`src/hdl/sha256_stream_hash_core_assert.svh`:
```
// assertion macros for the sha256 stream hash core
`ifndef SHA256_STREAM_HASH_CORE_ASSERT_SVH
`define SHA256_STREAM_HASH_CORE_ASSERT_SVH

// implication checked every clock outside reset
`define SHA_ASSERT_IMP(label, ante, cons) \
  label: assert property (@(posedge clk) disable iff (rst) (ante) |-> (cons)) \
    else $error("assertion failed");

// implication whose consequent is checked in the next cycle
`define SHA_ASSERT_NEXT(label, ante, cons) \
  label: assert property (@(posedge clk) disable iff (rst) (ante) |=> (cons)) \
    else $error("assertion failed");

`endif

```
`src/hdl/sha256_pkg.sv`:
```
`timescale 1ns / 1ps
package sha256_pkg;

  typedef logic [31:0] word_t;

  localparam word_t IV0 = 32'h6a09e667;
  localparam word_t IV1 = 32'hbb67ae85;
  localparam word_t IV2 = 32'h3c6ef372;
  localparam word_t IV3 = 32'ha54ff53a;
  localparam word_t IV4 = 32'h510e527f;
  localparam word_t IV5 = 32'h9b05688c;
  localparam word_t IV6 = 32'h1f83d9ab;
  localparam word_t IV7 = 32'h5be0cd19;

  localparam logic [7:0] PAD_BYTE = 8'h80;
  localparam logic [5:0] LEN_POS = 6'd56;

  // command from the byte sequencer to the compression engine
  typedef struct packed {
    logic start;
    logic final_blk;
  } cmp_cmd_t;

  // status back from the engine
  typedef struct packed {
    logic busy;
    logic done;
  } cmp_sts_t;

  function automatic word_t round_k(input logic [5:0] r);
    word_t k;
    unique case (r)
      6'd0: k = 32'h428a2f98; 6'd1: k = 32'h71374491; 6'd2: k = 32'hb5c0fbcf;
      6'd3: k = 32'he9b5dba5; 6'd4: k = 32'h3956c25b; 6'd5: k = 32'h59f111f1;
      6'd6: k = 32'h923f82a4; 6'd7: k = 32'hab1c5ed5; 6'd8: k = 32'hd807aa98;
      6'd9: k = 32'h12835b01; 6'd10: k = 32'h243185be; 6'd11: k = 32'h550c7dc3;
      6'd12: k = 32'h72be5d74; 6'd13: k = 32'h80deb1fe; 6'd14: k = 32'h9bdc06a7;
      6'd15: k = 32'hc19bf174; 6'd16: k = 32'he49b69c1; 6'd17: k = 32'hefbe4786;
      6'd18: k = 32'h0fc19dc6; 6'd19: k = 32'h240ca1cc; 6'd20: k = 32'h2de92c6f;
      6'd21: k = 32'h4a7484aa; 6'd22: k = 32'h5cb0a9dc; 6'd23: k = 32'h76f988da;
      6'd24: k = 32'h983e5152; 6'd25: k = 32'ha831c66d; 6'd26: k = 32'hb00327c8;
      6'd27: k = 32'hbf597fc7; 6'd28: k = 32'hc6e00bf3; 6'd29: k = 32'hd5a79147;
      6'd30: k = 32'h06ca6351; 6'd31: k = 32'h14292967; 6'd32: k = 32'h27b70a85;
      6'd33: k = 32'h2e1b2138; 6'd34: k = 32'h4d2c6dfc; 6'd35: k = 32'h53380d13;
      6'd36: k = 32'h650a7354; 6'd37: k = 32'h766a0abb; 6'd38: k = 32'h81c2c92e;
      6'd39: k = 32'h92722c85; 6'd40: k = 32'ha2bfe8a1; 6'd41: k = 32'ha81a664b;
      6'd42: k = 32'hc24b8b70; 6'd43: k = 32'hc76c51a3; 6'd44: k = 32'hd192e819;
      6'd45: k = 32'hd6990624; 6'd46: k = 32'hf40e3585; 6'd47: k = 32'h106aa070;
      6'd48: k = 32'h19a4c116; 6'd49: k = 32'h1e376c08; 6'd50: k = 32'h2748774c;
      6'd51: k = 32'h34b0bcb5; 6'd52: k = 32'h391c0cb3; 6'd53: k = 32'h4ed8aa4a;
      6'd54: k = 32'h5b9cca4f; 6'd55: k = 32'h682e6ff3; 6'd56: k = 32'h748f82ee;
      6'd57: k = 32'h78a5636f; 6'd58: k = 32'h84c87814; 6'd59: k = 32'h8cc70208;
      6'd60: k = 32'h90befffa; 6'd61: k = 32'ha4506ceb; 6'd62: k = 32'hbef9a3f7;
      default: k = 32'hc67178f2;
    endcase
    return k;
  endfunction

endpackage

```
`src/hdl/sha256_compress.sv`:
```
`timescale 1ns / 1ps
`include "sha256_stream_hash_core_assert.svh"
// one round per cycle; schedule window is a 16-word shift line loaded from the block
module sha256_compress (
  input  logic                 clk,
  input  logic                 rst,
  input  sha256_pkg::cmp_cmd_t cmd,
  input  logic [511:0]         block,
  output sha256_pkg::cmp_sts_t sts,
  output logic [255:0]         hash
);
  import sha256_pkg::*;

  localparam logic [1:0] S_IDLE = 2'd0;
  localparam logic [1:0] S_RUN  = 2'd1;
  localparam logic [1:0] S_ADD  = 2'd2;

  logic [1:0] state;
  logic [5:0] round;
  logic       fin;
  word_t      hv [8];
  word_t      v  [8];
  word_t      w  [16];
  word_t      s0, s1, wnew, t1, t2, se, sa, ch, mj;

  always_comb begin
    s0   = {w[1][6:0], w[1][31:7]} ^ {w[1][17:0], w[1][31:18]} ^ (w[1] >> 3);
    s1   = {w[14][16:0], w[14][31:17]} ^ {w[14][18:0], w[14][31:19]} ^ (w[14] >> 10);
    wnew = w[0] + s0 + w[9] + s1;
    se   = {v[4][5:0], v[4][31:6]} ^ {v[4][10:0], v[4][31:11]} ^ {v[4][24:0], v[4][31:25]};
    ch   = (v[4] & v[5]) ^ (~v[4] & v[6]);
    t1   = v[7] + se + ch + round_k(round) + w[0];
    sa   = {v[0][1:0], v[0][31:2]} ^ {v[0][12:0], v[0][31:13]} ^ {v[0][21:0], v[0][31:22]};
    mj   = (v[0] & v[1]) ^ (v[0] & v[2]) ^ (v[1] & v[2]);
    t2   = sa + mj;
  end

  always_ff @(posedge clk) begin
    if (rst) begin
      state <= S_IDLE;
      round <= '0;
      fin   <= 1'b0;
      hv[0] <= IV0; hv[1] <= IV1; hv[2] <= IV2; hv[3] <= IV3;
      hv[4] <= IV4; hv[5] <= IV5; hv[6] <= IV6; hv[7] <= IV7;
    end else begin
      unique case (state)
        S_IDLE: begin
          if (cmd.start) begin
            state <= S_RUN;
            round <= '0;
            fin   <= cmd.final_blk;
            for (int i = 0; i < 8; i++) v[i] <= hv[i];
            for (int i = 0; i < 16; i++) w[i] <= block[511 - 32*i -: 32];
          end
        end
        S_RUN: begin
          v[7] <= v[6]; v[6] <= v[5]; v[5] <= v[4]; v[4] <= v[3] + t1;
          v[3] <= v[2]; v[2] <= v[1]; v[1] <= v[0]; v[0] <= t1 + t2;
          for (int i = 0; i < 15; i++) w[i] <= w[i+1];
          w[15] <= wnew;
          round <= round + 6'd1;
          if (round == 6'd63) state <= S_ADD;
        end
        S_ADD: begin
          for (int i = 0; i < 8; i++) hv[i] <= hv[i] + v[i];
          state <= S_IDLE;
        end
        default: state <= S_IDLE;
      endcase
      // after the digest is taken the chaining value restarts
      if (state == S_IDLE && fin && !cmd.start) begin
        fin   <= 1'b0;
        hv[0] <= IV0; hv[1] <= IV1; hv[2] <= IV2; hv[3] <= IV3;
        hv[4] <= IV4; hv[5] <= IV5; hv[6] <= IV6; hv[7] <= IV7;
      end
    end
  end

  assign sts.busy = (state != S_IDLE);
  assign sts.done = (state == S_ADD);
  for (genvar g = 0; g < 8; g++) begin : g_hash
    assign hash[255 - 32*g -: 32] = hv[g] + v[g];
  end

  `SHA_ASSERT_NEXT(a_add_after_last, state == S_RUN && round == 6'd63, state == S_ADD)
  `SHA_ASSERT_NEXT(a_idle_after_add, state == S_ADD, state == S_IDLE)
  `SHA_ASSERT_IMP(a_no_start_busy, state != S_IDLE, sts.busy)
endmodule

```
`src/hdl/sha256_stream_hash_core.sv`:
```
`timescale 1ns / 1ps
`include "sha256_stream_hash_core_assert.svh"
// channel | signals                                         | dir
// in      | in_valid in_ready in_byte byte_present end_of_message | in
// out     | out_valid out_ready digest_word word_index last_word  | out
// a plain byte request is taken while idle; the 64th byte of a block holds
// in_ready low through the start command, 64 rounds, one add and one release
// an end request pads (one or two blocks), then shows eight digest words,
// one per accepted output request
// rst is synchronous; clears counters, length and chaining value
// output stalls hold the word; no new input is taken until all eight leave
module sha256_stream_hash_core (
  input  logic        clk,
  input  logic        rst,
  input  logic        in_valid,
  output logic        in_ready,
  input  logic [7:0]  in_byte,
  input  logic        byte_present,
  input  logic        end_of_message,
  output logic        out_valid,
  input  logic        out_ready,
  output logic [31:0] digest_word,
  output logic [2:0]  word_index,
  output logic        last_word
);
  import sha256_pkg::*;

  localparam logic [2:0] S_IDLE = 3'd0;
  localparam logic [2:0] S_WAIT = 3'd1; // waits for the engine after a full buffer or end request
  localparam logic [2:0] S_PADW = 3'd2; // first of two padding blocks running
  localparam logic [2:0] S_FINW = 3'd3; // final block running
  localparam logic [2:0] S_OUT  = 3'd4;

  logic [2:0]   state;
  logic [5:0]   byte_count;
  logic [63:0]  bit_length;
  logic [511:0] buffer;
  logic         want_end;
  logic [2:0]   oidx;
  logic [255:0] hash, dig;
  cmp_cmd_t     cmd;
  cmp_sts_t     sts;
  logic [511:0] pad_blk;
  logic [63:0]  total_len;
  logic         two_blk;
  logic         start_req;
  logic         final_req;

  sha256_compress u_cmp (
    .clk (clk), .rst (rst), .cmd (cmd), .block (buffer), .sts (sts), .hash (hash)
  );

  assign in_ready = (state == S_IDLE);
  assign total_len = bit_length + {55'd0, byte_count, 3'd0};
  assign two_blk = (byte_count >= LEN_POS);

  // padded buffer: bytes below the count kept, marker, zeros, optional length
  always_comb begin
    pad_blk = buffer;
    for (int i = 0; i < 64; i++) begin
      if (6'(i) == byte_count) pad_blk[511 - 8*i -: 8] = PAD_BYTE;
      else if (6'(i) > byte_count) pad_blk[511 - 8*i -: 8] = 8'h00;
    end
    if (!two_blk) pad_blk[63:0] = total_len;
  end

  // engine start: a full buffer, or a padding block once the engine is free
  always_comb begin
    start_req = 1'b0;
    final_req = 1'b0;
    if (state == S_IDLE) begin
      start_req = in_valid && byte_present && (byte_count == 6'd63);
    end else if ((state == S_WAIT && want_end) || state == S_PADW) begin
      start_req = !cmd.start && !sts.busy;
      final_req = (state == S_PADW) || !two_blk;
    end
  end

  always_ff @(posedge clk) begin
    if (rst) begin
      cmd <= '0;
    end else begin
      cmd <= '{start: start_req, final_blk: start_req && final_req};
    end
  end

  always_ff @(posedge clk) begin
    if (rst) begin
      state      <= S_IDLE;
      byte_count <= '0;
      bit_length <= '0;
      want_end   <= 1'b0;
      oidx       <= '0;
    end else begin
      unique case (state)
        S_IDLE: begin
          if (in_valid) begin
            want_end <= end_of_message;
            if (byte_present) begin
              buffer[511 - 8*byte_count -: 8] <= in_byte;
              if (byte_count == 6'd63) begin
                state      <= S_WAIT;
                bit_length <= bit_length + 64'd512;
              end else if (end_of_message) begin
                state <= S_WAIT;
              end
              byte_count <= byte_count + 6'd1;
            end else if (end_of_message) begin
              state <= S_WAIT;
            end
          end
        end
        S_WAIT: begin
          // after full block or end; engine free: pad if want_end, else idle
          if (!cmd.start && !sts.busy) begin
            if (!want_end) state <= S_IDLE;
            else begin
              buffer <= pad_blk;
              if (two_blk) state <= S_PADW;
              else state <= S_FINW;
            end
          end
        end
        S_PADW: begin
          if (!cmd.start && !sts.busy) begin
            buffer <= {448'd0, total_len};
            state  <= S_FINW;
          end
        end
        S_FINW: begin
          if (sts.done) begin
            dig   <= hash;
            oidx  <= '0;
            state <= S_OUT;
          end
        end
        S_OUT: begin
          byte_count <= '0;
          bit_length <= '0;
          if (out_ready) begin
            oidx <= oidx + 3'd1;
            if (oidx == 3'd7) state <= S_IDLE;
          end
        end
        default: state <= S_IDLE;
      endcase
    end
  end

  assign out_valid   = (state == S_OUT);
  assign digest_word = dig[255 - 32*oidx -: 32];
  assign word_index  = oidx;
  assign last_word   = (oidx == 3'd7);

  `SHA_ASSERT_IMP(a_out_idle_exclusive, out_valid, !in_ready)
  `SHA_ASSERT_NEXT(a_words_advance, out_valid && out_ready && !last_word, out_valid && word_index == $past(word_index) + 3'd1)
  `SHA_ASSERT_NEXT(a_last_ends, out_valid && out_ready && last_word, in_ready)
endmodule

```
`config.mk`:
```
export PLATFORM = sky130hd
export DESIGN_NAME = sha256_stream_hash_core
export DESIGN_NICKNAME = d
export VERILOG_FILES = /design/src/hdl/sha256_pkg.sv /design/src/hdl/sha256_compress.sv /design/src/hdl/sha256_stream_hash_core.sv
export VERILOG_INCLUDE_DIRS = /design/src /design/src/hdl
export SDC_FILE = /design/constraint.sdc
export NUM_CORES = 2
export LEC_CHECK = 0
export BUFFER_PORTS_ARGS = -buffer_cell sky130_fd_sc_hd__buf_4
export CAP_MARGIN = 40
export CORE_UTILIZATION = 52
export CTS_CLUSTER_DIAMETER = 30
export DETAILED_ROUTE_END_ITERATION = 10
export MAX_ROUTING_LAYER = met4
export PLACE_DENSITY = 0.67
export SETUP_SLACK_MARGIN = 0.1
export SKIP_LAST_GASP = 1
export SLEW_MARGIN = 20
export SYNTH_ARGS = -nofsm -noshare
export SYNTH_HDL_FRONTEND = slang
export SYNTH_HIERARCHICAL = 1
export SYNTH_SLANG_ARGS = --single-unit
```
`constraint.sdc`:
```
create_clock -name clk -period 42.6 [get_ports clk]
set_clock_uncertainty 0.05 [all_clocks]
set_input_delay 4.26 -clock clk [delete_from_list [all_inputs] [get_ports clk]]
set_output_delay 4.26 -clock clk [all_outputs]
set_load 0.01 [all_outputs]
```
==> metrics list <==
* Clock Sink Count: 1903
* Relative slew slack: 0.117
- In this run the remaining antenna-violating nets after routing total 0.
* Cell repeated most along the worst path: fa_1
- Area share of the leading cell type in the synthesized netlist: 0.464
* Weighted congestion at the end of routability-driven global placement: roughly 1.0
* Via density: 6.21
* Drc violations: 0
- Proportion of total power due to net switching: 0.268
- Yosys printed 6 warnings.
- Post-synthesis async set-or-reset flop share: 0
- The cell count after synthesis came out at 10600.
- The critical path contains buffers and inverters numbering 2 combined.
- The wire-length estimate of the detail-placed layout is 263 mm.
- The most critical setup path has its startpoint at u_cmp/v[1][25].
- The number of hold violations in the final report is 0.
- Category of the worst setup path launch point: register
- The number of cells on the worst reg-to-reg path is 28.
* PostCTS Resize Cnt: 0
- The share of total power dissipated in sequential elements is 0.324.
* Total congestion overflow after global routing: 0
* Drt first-iter violations: 9755
* Core area: a little over 200000 sq um
* Wire length of the first global-routing pass: 543 mm
- Total global-route track usage: 0.360
* RSZ-0062 raised after global routing: false
- Number of standard-cell rows in the floorplan: 166
- Number of enable flip-flop cells after synthesis: 1664
- Entering global routing, the biggest net connects 207 pins.
- Most common cell in the netlist: nand2_1
- The clock passes through at most 4 buffers.
* Reg2reg start: u_cmp/v[1][25]
- RR Endpoint: u_cmp/v[0][29]
- In the final layout, the multi-input gates occupy 49400 sq um.
- In the final layout, the share of cells above drive strength 1 is 0.120.
- Part of the cycle the worst path needs: 0.191
- Data arrival at the endpoint of the critical path: around 8800 ps
* Area delta synth->final: 17.5%
* Number of buffers added by the clock tree synthesis step: 433
* Sequential cell area: 54800 sq um
- VDD IR-drop max: between 0.04 and 0.05 mV
- Max Fclk: 123 MHz
* Fraction of power consumed by the clock network: 0.516
* Post-Synthesis Cell Area: 108000 sq um
- Cell area reported after detailed placement: 111000 sq um
- Via count: between 80000 and 90000
- Switching power summed over all nets: 1760 uW
* Flip-flop and latch count after synthesis: around 1900
- # Post-CTS Setup Buffers: 0
* Final Slew Violations: 0
* Total non-filler cell area in the finished layout: 126000 sq um
* Final #Nets: 11300
* Dominant cells by area after synthesis: edfxtp_1 (46%), nand2_1 (7.8%), ha_1 (4.6%), dfxtp_1 (4.4%), a21oi_1 (3.7%)
- Power Dens Cells: 51.9 nW/um^2
- Worst Path Class, Setup: reg2reg
- The initial utilization of the core area, before any placement, comes to 0.525.
* Worst-Skew Late Latency: 1010 ps
- Fill cells in the final layout number 16400.
- The floorplan step set the die height to between 400 and 500 um.
- Start point of the worst hold path: u_cmp/hv[1][125]
- Buffers inserted to repair hold after CTS numbered 0.
* Port bufs: 51
- Worst endpoint required time: 43220 ps
- The kind of cell with the highest combined delay along the critical path is adder cells.
- End-of-flow core utilization: 0.616
* Dpl ws: 34590 ps
- Destination of the worst hold path: u_cmp/hv[1][125]
* Power consumption: 6560 uW
* Max-cap violations: 0
- CP max FO: 6
- Floorplan die area: 209000 sq um
- A synthesized cell averages 10.2 sq um.
- Router iterations before antenna repair: 9
- Class of the tightest hold or removal check: reg2reg
- Yosys top cell by area: edfxtp_1
- The number of nets in the synthesized netlist is around 11000.
* Commonest register cell after synthesis: edfxtp_1
- Count of endpoints failing setup in the final report: 0
- Vias in the first global route: 82800
- CTS H-tree depth: 5
- Detailed-route wire length per cell: 27.1 um
* Final period demand of the worst path: between 8000 and 9000 ps
- By count the netlist is led by nand2_1 (2242), edfxtp_1 (1664), nor2_1 (876), a21oi_1 (787), clkbuf_1 (531).
* Slowest cell on crit path: edfxtp_1
- Ports: 52
- The setup check on the worst reg-to-reg path leaves a slack of 34470 ps.
* Clock-pin slew reported for the worst setup and hold paths after clock tree synthesis: 50 ps
- Die W: roughly 460 um
* Slack of the critical path: 34470 ps
- Counting instances, the worst hold path has a depth of 2.
- The root buffer cell chosen for the clock tree is clkbuf_16.
* Actual transition at the worst max-transition pin: 1320 ps
- Part of the Yosys area used for sequential elements: 0.508
* CP peak stage delay: 720 ps
* Final wirelength: about 370 mm
* Number of antenna violations at the first check in global routing: 9
- The netlist uses 102 different library cells.
* CTS tree: yes
* P_int: roughly 4800 uW
- Critical Path Sink Type: register
- The share of total power dissipated in combinational logic is 0.160.
* Run status: finished clean
* Sum of negative setup slack: 0 ps
- The analysis attributes to cell leakage a power of 0.0476 uW.
[layout by cell type (no fill, tap or decap), types with 37 or more instances in the layout]
| cell | instances |
|---|---|
| a211oi_1 | 57 |
| a21o_1 | 177 |
| a21oi_1 | 784 |
| a22o_1 | 58 |
| a31oi_1 | 65 |
| and2_1 | 80 |
| and3_1 | 39 |
| buf_4 | 203 |
| bufinv_16 | 70 |
| clkbuf_1 | 40 |
| clkbuf_16 | 441 |
| clkinv_1 | 63 |
| clkinv_2 | 71 |
| clkinvlp_4 | 58 |
| dfxtp_1 | 235 |
| edfxtp_1 | 1664 |
| fa_1 | 195 |
| ha_1 | 398 |
| inv_1 | 374 |
| mux2_2 | 219 |
| mux2i_1 | 68 |
| mux4_2 | 65 |
| nand2_1 | 2241 |
| nand2b_1 | 130 |
| nand3_1 | 190 |
| nand4_1 | 45 |
| nor2_1 | 867 |
| nor2b_1 | 64 |
| nor3_1 | 228 |
| o211ai_1 | 37 |
| o21a_1 | 70 |
| o21ai_0 | 382 |
| o21ai_1 | 76 |
| o21bai_1 | 48 |
| o31ai_1 | 45 |
| or3_1 | 51 |
| xnor2_1 | 444 |
| xor2_1 | 172 |
[worst min-delay path, cell delays in order (launching register included)]
cell	delay (ps)
dfxtp_1	320
nand2_1	60
nand2_1	40
[layer usage]
layer  part of all wire  GRT usage
met4              0.068      0.211
met5                  0          -
met2               0.47      0.567
met1               0.37      0.432
met3              0.091     0.0664
[power by group through the flow]
stage / sequential, uW / clock (uW) / combinational [uW]
after global placement: 2160 / 0 / 1000
after global routing: 2130 / 3490 / 1150
final: 2130 / 3380 / 1050
after floorplan: 2170 / 0 / 743
after detailed placement: 2160 / 0 / 1020
after CTS: 2120 / 3400 / 1030
[final cells by class]
class,instances,area share
clock inverter,292,0.0272
tap,2688,0.0266
antenna,8,0.000158
clock buffer,493,0.0897
timing repair buffer,270,0.0215
multi-input combinational,7725,0.390
inverter,382,0.0114
sequential,1903,0.433
[metrics by stage]
step	std cells	hold WS (ps)
6_report	13800	410
5_1_grt	13800	441
4_1_cts	13700	414
3_5_place_dp	12900	407
3_3_place_gp	12900	388
2_1_floorplan	10600	383
[logic make-up after synthesis]
family / synth area share
AND/OR/NAND/NOR: 0.160
AO/OA/AOI/OAI: 0.119
flip-flops: 0.508
buffers and inverters: 0.0341
adder cells (fa/ha/maj): 0.0853
XOR/XNOR: 0.0501
multiplexers: 0.0429
[state kept, by name, indices dropped and copies added (netlist names), named ones only]
signal,cells
u_cmp/w,512
byte_count,6
u_cmp/state,2
buffer,512
want_end,1
u_cmp/fin,1
u_cmp/hv,256
word_index,3
state,3
cmd,2
dig,256
u_cmp/round,6
bit_length,55
u_cmp/v,256
[worst max-delay path by stage]
stage                             endpoint  slack (ps)  cells past startpoint
after floorplan              u_cmp/v[0][0]        4000                      4
after global placement     u_cmp/w[0][226]       34260                      6
after detailed placement  u_cmp/hv[1][127]       34590                      9
after CTS                   u_cmp/v[0][29]       34540                     29
after global routing        u_cmp/v[0][29]       34080                     29
final                       u_cmp/v[0][29]       34470                     28
Note: power is estimated with default switching activity, not from simulation.
